`src/hdl/cpr_pkg.sv`:
```
// Shared types and constants of the circle raster painter.
// No dependencies; imported by every module of the block.
`default_nettype none
package cpr_pkg;

    localparam int COORD_W        = 20;
    localparam int DELTA_W        = 21;
    localparam int SQ_W           = 2 * DELTA_W;
    localparam int FRAC_BITS      = 8;
    localparam int ONE_Q          = 1 << FRAC_BITS;
    localparam int CHAR_W         = 8;
    localparam int OP_W           = 2;
    localparam int PIX_IDX_W      = 8;
    localparam int CFG_W          = 9;
    localparam int CFG_IDX_W      = 2;
    localparam int DIM_W          = 11;
    localparam int IN_DATA_W      = 96;
    localparam int OUT_DATA_W     = 8;
    localparam int DEF_MAX_WIDTH  = 256;
    localparam int DEF_MAX_HEIGHT = 256;

    localparam logic [CFG_W-1:0]  RST_WIDTH  = 9'd256;
    localparam logic [CFG_W-1:0]  RST_HEIGHT = 9'd256;
    localparam logic [CHAR_W-1:0] RST_BG     = 8'd32;

    localparam logic [OP_W-1:0] OP_CLEAR = 2'd0;
    localparam logic [OP_W-1:0] OP_DRAW  = 2'd1;
    localparam logic [OP_W-1:0] OP_READ  = 2'd2;

    localparam logic [CFG_IDX_W-1:0] CFG_WIDTH  = 2'd0;
    localparam logic [CFG_IDX_W-1:0] CFG_HEIGHT = 2'd1;
    localparam logic [CFG_IDX_W-1:0] CFG_BG     = 2'd2;

    localparam logic [CHAR_W-1:0] MODE_FILLED = 8'h43;
    localparam logic [CHAR_W-1:0] MODE_RIM    = 8'h63;

    typedef struct packed {
        logic start;
        logic adv_col;
        logic adv_row;
    } t_eval_ctl;

    typedef struct packed {
        logic busy;
        logic hit;
    } t_eval_sts;

endpackage
`default_nettype wire

```
`src/hdl/cpr_circle_eval.sv`:
```
// Squared-distance engine: squares centre and radii on one multiplier,
// then steps dx^2 and dy^2 incrementally across the raster. Uses cpr_pkg.
`default_nettype none
module cpr_circle_eval
    import cpr_pkg::*;
(
    input  wire logic                      i_clk,
    input  wire logic                      i_rst_n,
    input  wire t_eval_ctl                 i_ctl,
    input  wire logic signed [COORD_W-1:0] i_cx,
    input  wire logic signed [COORD_W-1:0] i_cy,
    input  wire logic signed [COORD_W-1:0] i_r,
    input  wire logic                      i_filled,
    output t_eval_sts                      o_sts
);

    logic                      r_busy;
    logic [1:0]                r_phase;
    logic signed [COORD_W-1:0] r_cx, r_cy, r_r;
    logic                      r_filled, r_r1neg;
    logic signed [DELTA_W-1:0] r_dx, r_dy;
    logic signed [SQ_W-1:0]    r_sx, r_sy, r_sx0, r_r2, r_r1sq;

    logic signed [DELTA_W-1:0] mul_a;
    logic signed [SQ_W-1:0]    mul_p;
    logic signed [SQ_W-1:0]    n_sx, n_sy;
    logic signed [SQ_W:0]      d2;
    logic                      in_circle, beyond_inner;

    always_comb begin
        case (r_phase)
            2'd0:    mul_a = DELTA_W'(r_cx);
            2'd1:    mul_a = DELTA_W'(r_cy);
            2'd2:    mul_a = DELTA_W'(r_r);
            default: mul_a = DELTA_W'(r_r) - DELTA_W'(ONE_Q);
        endcase
    end

    assign mul_p = mul_a * mul_a;

    // (d + 1)^2 = d^2 + 2d + 1, with d in Q.8 units and the squares in Q.16
    assign n_sx = r_sx + (SQ_W'(r_dx) <<< (FRAC_BITS + 1)) + SQ_W'(ONE_Q * ONE_Q);
    assign n_sy = r_sy + (SQ_W'(r_dy) <<< (FRAC_BITS + 1)) + SQ_W'(ONE_Q * ONE_Q);

    assign d2           = (SQ_W+1)'(r_sx) + (SQ_W+1)'(r_sy);
    assign in_circle    = d2 <= (SQ_W+1)'(r_r2);
    assign beyond_inner = d2 > (SQ_W+1)'(r_r1sq);

    assign o_sts.busy = r_busy;
    assign o_sts.hit  = in_circle && (r_r1neg || beyond_inner || r_filled);

    always_ff @(posedge i_clk) begin
        if (!i_rst_n) begin
            r_busy  <= 1'b0;
            r_phase <= '0;
        end else if (i_ctl.start) begin
            r_busy  <= 1'b1;
            r_phase <= '0;
        end else if (r_busy) begin
            r_phase <= r_phase + 2'd1;
            if (r_phase == 2'd3) begin
                r_busy <= 1'b0;
            end
        end
    end

    always_ff @(posedge i_clk) begin
        if (i_ctl.start) begin
            r_cx     <= i_cx;
            r_cy     <= i_cy;
            r_r      <= i_r;
            r_filled <= i_filled;
            r_r1neg  <= i_r < COORD_W'(ONE_Q);
            r_dx     <= -DELTA_W'(i_cx);
            r_dy     <= -DELTA_W'(i_cy);
        end else if (r_busy) begin
            case (r_phase)
                2'd0: begin
                    r_sx0 <= mul_p;
                    r_sx  <= mul_p;
                end
                2'd1:    r_sy   <= mul_p;
                2'd2:    r_r2   <= mul_p;
                default: r_r1sq <= mul_p;
            endcase
        end else if (i_ctl.adv_row) begin
            r_dx <= -DELTA_W'(r_cx);
            r_sx <= r_sx0;
            r_dy <= r_dy + DELTA_W'(ONE_Q);
            r_sy <= n_sy;
        end else if (i_ctl.adv_col) begin
            r_dx <= r_dx + DELTA_W'(ONE_Q);
            r_sx <= n_sx;
        end
    end

endmodule
`default_nettype wire

```
`config.mk`:
```
export PLATFORM = sky130hd
export DESIGN_NAME = cpr_circle_eval
export DESIGN_NICKNAME = d
export VERILOG_FILES = /design/src/hdl/cpr_pkg.sv /design/src/hdl/cpr_circle_eval.sv
export SDC_FILE = /design/constraint.sdc
export NUM_CORES = 2
export LEC_CHECK = 0
export BUFFER_PORTS_ARGS = -buffer_cell sky130_fd_sc_hd__buf_4
export CAP_MARGIN = 20
export CORE_MARGIN = 1
export CORE_UTILIZATION = 55
export DETAILED_ROUTE_END_ITERATION = 12
export GPL_TIMING_DRIVEN = 0
export HOLD_SLACK_MARGIN = 0.06
export PLACE_DENSITY = 0.71
export SYNTH_ARGS = -nofsm -noshare
export SYNTH_HDL_FRONTEND = slang
export SYNTH_SLANG_ARGS = --single-unit
```
`constraint.sdc`:
```
create_clock -name i_clk -period 19.2 [get_ports i_clk]
set_clock_uncertainty 0.15 [all_clocks]
set_input_delay 0.96 -clock i_clk [delete_from_list [all_inputs] [get_ports i_clk]]
set_output_delay 0.96 -clock i_clk [all_outputs]
set_load 0.02 [all_outputs]
```
After elaboration in Yosys (flattened, before gate mapping)

Cells that the tools add are included.

Flip-flop bits (word level): 317
Input port bits: 66
Word-level logic and storage cells: 74

Add/subtract/negate cells: 12
$mul: 1
Magnitude comparators: 3
Equal/unequal tests: 6
Multiplexer cells: 18
Bitwise logic cells: 3
Reduce and logical (&&, ||, !) cells: 17

Operator list:

| operator                                                      | number |
|---|---|
| two-way mux 42 bit                                            | 7 |
| two-way mux 21 bit                                            | 7 |
| adder 42 x 18 -> 42 bit (second input constant)               | 2 |
| adder 42 x 30 -> 42 bit                                       | 2 |
| negation 20 -> 21 bit                                         | 3 |
| one-hot mux 21 bit (3 select lines)                           | 1 |
| adder 42 x 42 -> 43 bit                                       | 1 |
| greater-than comparator 43 x 42 -> 1 bit                      | 1 |
| less-or-equal comparator 43 x 42 -> 1 bit                     | 1 |
| adder 21 x 10 -> 21 bit (second input constant)               | 2 |
| multiplier 21 x 21 -> 42 bit                                  | 1 |
| subtractor 20 x 10 -> 21 bit (second input constant)          | 1 |
| less-than comparator 20 x 10 -> 1 bit (second input constant) | 1 |
| AND reduction 3 bit                                           | 5 |
| nonzero test 3 bit                                            | 2 |
| == test 2 bit (second input constant)                         | 2 |
| != test 2 x 1 -> 1 bit (second input constant)                | 2 |
| AND reduction 2 bit                                           | 2 |
| nonzero test 2 bit                                            | 2 |
| two-way mux 1 bit                                             | 3 |
| NOT 1 bit                                                     | 3 |
| OR reduction 3 bit                                            | 1 |
| adder 2 x 1 -> 2 bit (second input constant)                  | 1 |
| == test 2 x 1 -> 1 bit (second input constant)                | 1 |
| other kinds (5)                                               | 6 |

Longest topological paths before layout

Depth after elaboration: 5
Mapped depth: 36
Gate-level depth less buffers: 34

Worst setup path before layout

Ideal clock, no wire load.

Path type: register -> register
Start: register r_r[11]
End: register r_sx[38] (data pin)
Arrival time: 8.257 ns
Data required time: 18.870 ns
Slack: 10.613 ns
Stages on the path, launching flop included: 34
Path buffers: 2
Period minus slack after synthesis: 8.587 ns
Cell sequence: edfxtp_1 > or4_1 > nor4_1 > nand2b_1 > nor2_1 > o21bai_1 > inv_2 > clkbuf_1 > nand2_1 > fa_1 > inv_1 > fa_1 > fa_1 > inv_1 > fa_1 > inv_1 > fa_1 > fa_1 > inv_1 > fa_1 > inv_1 > ha_1 > clkbuf_1 > a2111oi_0 > o311a_1 > o21bai_1 > a221oi_1 > o21ai_1 > nand2b_1 > nand3_1 > nand3b_1 > xor2_1 > nor2b_1 > a221oi_1

Cells in the longest elaborated chain, start to end: 5

RTL lines:

| element                                 | RTL line              | text |
|---|---|---|
| start: declaration                      | cpr_circle_eval.sv:19 | `logic signed [COORD_W-1:0] r_cx, r_cy, r_r;` |
| start signal: assignment                | cpr_circle_eval.sv:71 | `r_r <= i_r;` |
| subtractor 20 x 10 -> 21 bit            | cpr_circle_eval.sv:35 | `default: mul_a = DELTA_W'(r_r) - DELTA_W'(ONE_Q);` |
| one-hot mux 21 bit (3 select lines) (*) | cpr_circle_eval.sv:31 | `case (r_phase)` |
| multiplier 21 x 21 -> 42 bit (*)        | cpr_circle_eval.sv:39 | `assign mul_p = mul_a * mul_a;` |
| net mul_p[38]                           | cpr_circle_eval.sv:25 | `logic signed [SQ_W-1:0] mul_p;` |
| two-way mux 42 bit (*)                  | cpr_circle_eval.sv:77 | `case (r_phase)` |
| two-way mux 42 bit (*)                  | cpr_circle_eval.sv:76 | `end else if (r_busy) begin` |
| end signal: assignment                  | cpr_circle_eval.sv:80 | `r_sx <= mul_p;` |
| end signal: assignment                  | cpr_circle_eval.sv:88 | `r_sx <= r_sx0;` |
| end signal: assignment                  | cpr_circle_eval.sv:93 | `r_sx <= n_sx;` |
| end: declaration                        | cpr_circle_eval.sv:22 | `logic signed [SQ_W-1:0] r_sx, r_sy, r_sx0, r_r2, r_r1sq;` |

Mark *: on every way through the listed nets, which the timed path passes. The rest lies on a longest branch. The select of a mux whose other input is x is not followed.
A chain may end at the register's enable or synchronous reset.

Worst setup path in the final report

Start: register r_phase[1]
End: register r_sx[40] (data pin)

Cells in the longest elaborated chain, start to end: 5
Elaborated cells between the ends (all ways): 7
Classes of those cells: 1 x mul; 2 x eq/ne; 3 x mux; 1 x reduce/logical

RTL lines:

| element                                 | RTL line              | text |
|---|---|---|
| start: declaration                      | cpr_circle_eval.sv:18 | `logic [1:0] r_phase;` |
| start signal: assignment                | cpr_circle_eval.sv:60 | `r_phase <= r_phase + 2'd1;` |
| == test 2 bit (tied with other cells)   | cpr_circle_eval.sv:31 |  |
| one-hot mux 21 bit (3 select lines) (*) | cpr_circle_eval.sv:31 |  |
| multiplier 21 x 21 -> 42 bit (*)        | cpr_circle_eval.sv:39 |  |
| net mul_p[40]                           | cpr_circle_eval.sv:25 |  |
| two-way mux 42 bit (*)                  | cpr_circle_eval.sv:77 |  |
| two-way mux 42 bit (*)                  | cpr_circle_eval.sv:76 |  |

Marked as above.

==> impl_metrics.toml <==
[outcome]
outcome = "finished, final reports clean"

[clocking]
clk-insertion-delay-late_ns = 0.55
cts_buffers = 34
clockBufferDepth = 3
cts_tree = "built"
root_buffer = "clkbuf_16"
post_cts_buffers = 0
h-tree-depth = 2
cts_resized = 0
clk_pin_slew_ns = 0.07
postCtsHoldBufs = 0
cts.sinks = 312

[placement]
dpl_cell_area_sq_mm = 0.03708
port_buffers = 67
routabilityCongestion = 0.9880
dp_cells = 4464
dp_hpwl_um = 77430

[drt]
drcViolationCount = 0
first_iter_violations = 2018
dr.pass1.iters = 6
vias_per_cell = 5.677
num_vias = 25690
drt_wl_total_um = 93920
drtAntennaViolNets = 0
wl_per_cell_um = 20.75

[synth]
syn_nets = 4414
synth_edf_count = 309
synth_top_cells_by_count = "inv_1 (626), fa_1 (416), ha_1 (390)"
synth_cell_types = 82
syn_inst = 3542
synth_area_leaders = "edfxtp_1 (26%), fa_1 (24%), ha_1 (14%)"
ys_seq_elements = 312
synth_area_per_cell_sq_um = 9.981
seq_area_frac_synth = 0.2642
netlist_area_sq_mm = 0.03535
yosys.cell_count.top_type = "inv_1"
synth_top_area_share = 0.2625
synthArstFlopShare = 0
yosys_warnings = 0
synth_ff_type = "edfxtp_1"
yosys.area.top_type = "edfxtp_1"

[floorplanning]
die_width_um = 255.5
start_util = 0.5584
rows = 92
dieArea_sq_mm = 0.06529
core_area_sq_mm = 0.06331
ios = 68
die_y_um = 255.5

[sta]
tightest_slew_ns = 1.275
fin_tns_setup_ns = 0
rsz0062_at_grt = "false"
fmax_mhz = 91.44
drv_slew = 0
relSlewSlack = 0.1407
finalCritPeriodShare = 0.5696
final_hold_viol_count = 0
min_period_ns = 10.94
final-setup-viol-count = 0

[grt]
antenna_found_initial = 4
grt_max_degree = 64
gr-usage-all-layers = 0.2911
overflow = 0
grt_pass1_vias = 26160
grt_pass1_wl_um = 145800

[worst_setup_path]
cp.arrival_ns = 11.16
path_class = "reg -> reg"
crit_path_max_incr_delay_ns = 0.80
endpoint_kind = "flip-flop"
crit_required_ns = 19.42
crit_fanout = 10
critPathMostFrequentCell = "fa_1"
crit_family = "adder cells"
slowest_stage = "mux2i_1"
start_kind = "flip-flop"
critPathBufInv = 10

[min_path]
min_path_type = "reg -> reg"

[cells_and_area]
diodes = 0
stdcell_count = 4526
layout-drive-gt1-share = 0.05217
finish.instance_area_sq_mm = 0.03826
nets = 4526
synthToLayoutAreaGrowth_pct = 8.215

[run]
maxCapViolCount = 0
## metal layers
metal	GRT usage	vias up	wire length, um
met4	0.1101	8	3799
met3	0.03902	189	7805
met1	0.3957	12430	39320
met2	0.4760	1024	42950
met5	0	-	48
li1	-	12040	-
## logic make-up after synthesis
| kind of cell | share of synthesized area |
|---|---|
| AND/OR/NAND/NOR | 0.1099 |
| adder cells (fa/ha/maj) | 0.3736 |
| buffers and inverters | 0.07610 |
| AO/OA/AOI/OAI | 0.1123 |
| flip-flops | 0.2642 |
| XOR/XNOR | 0.05574 |
| multiplexers | 0.008211 |
## worst register-to-register path, delay by kind of cell, from the launching register on
family / cells / cell delay [ns]
AO/OA/AOI/OAI: 8 / 1.60
XOR/XNOR: 1 / 0.64
adder cells (fa/ha/maj): 9 / 4.25
buffers and inverters: 10 / 2.24
flip-flops: 1 / 0.35
multiplexers: 1 / 0.80
AND/OR/NAND/NOR: 4 / 0.70
## placed cells by master (no fill, tap or decap), types with 69 or more instances in the layout
| master | count |
|---|---|
| edfxtp_1 | 309 |
| a21o_1 | 89 |
| nor2_1 | 257 |
| fa_1 | 416 |
| a21oi_1 | 179 |
| nand2_1 | 267 |
| xor2_1 | 86 |
| o21ai_0 | 133 |
| clkbuf_1 | 70 |
| buf_4 | 69 |
| xnor2_1 | 139 |
| inv_1 | 626 |
| ha_1 | 390 |
## flip-flops by register name, indices dropped and copies added (netlist names)
signal / flops
r_r1sq: 41
r_r2: 41
r_sx0: 41
r_sx: 41
r_sy: 41
r_dx: 21
r_dy: 21
r_cx: 20
r_cy: 20
r_r: 20
r_phase: 2
r_busy: 1
r_filled: 1
r_r1neg: 1
## final cells by class
cell class	count	area [sq um]
clock inverters	23	286.5
well taps	846	1059
clock buffers	39	890.9
repair buffers	76	644.4
fillers	5438	25060
plain buffers	82	314.1
flip-flops and latches	312	9339
inverters	633	2376
multi-input cells	2515	23350
## worst paths after layout
check,from,to,slack [ns],cells after the start
max,r_phase[1]$_SDFFE_PP0P_,r_sx[40]$_DFFE_PP_,8.26,33
min,r_sx0[7]$_DFFE_PP_,r_sx[7]$_DFFE_PP_,0.37,1
max reg2reg,r_phase[1]$_SDFFE_PP0P_,r_sx[40]$_DFFE_PP_,8.26,33
min reg2reg,r_sx0[7]$_DFFE_PP_,r_sx[7]$_DFFE_PP_,0.37,1
## metrics by stage
step	utilization	hold slack, ns	setup WS (ns)
finish	0.6042	0.3744	8.264
global route	0.6042	0.3857	7.673
CTS	0.6042	0.3760	8.334
detailed placement	0.5857	0.3555	8.408
global placement	0.5830	0.3502	8.399
floorplan	-	0.3444	10.61
Power is left out: the tool's default activity adds up to more than one toggle a clock period on the data nets, which glitch-free logic cannot reach.
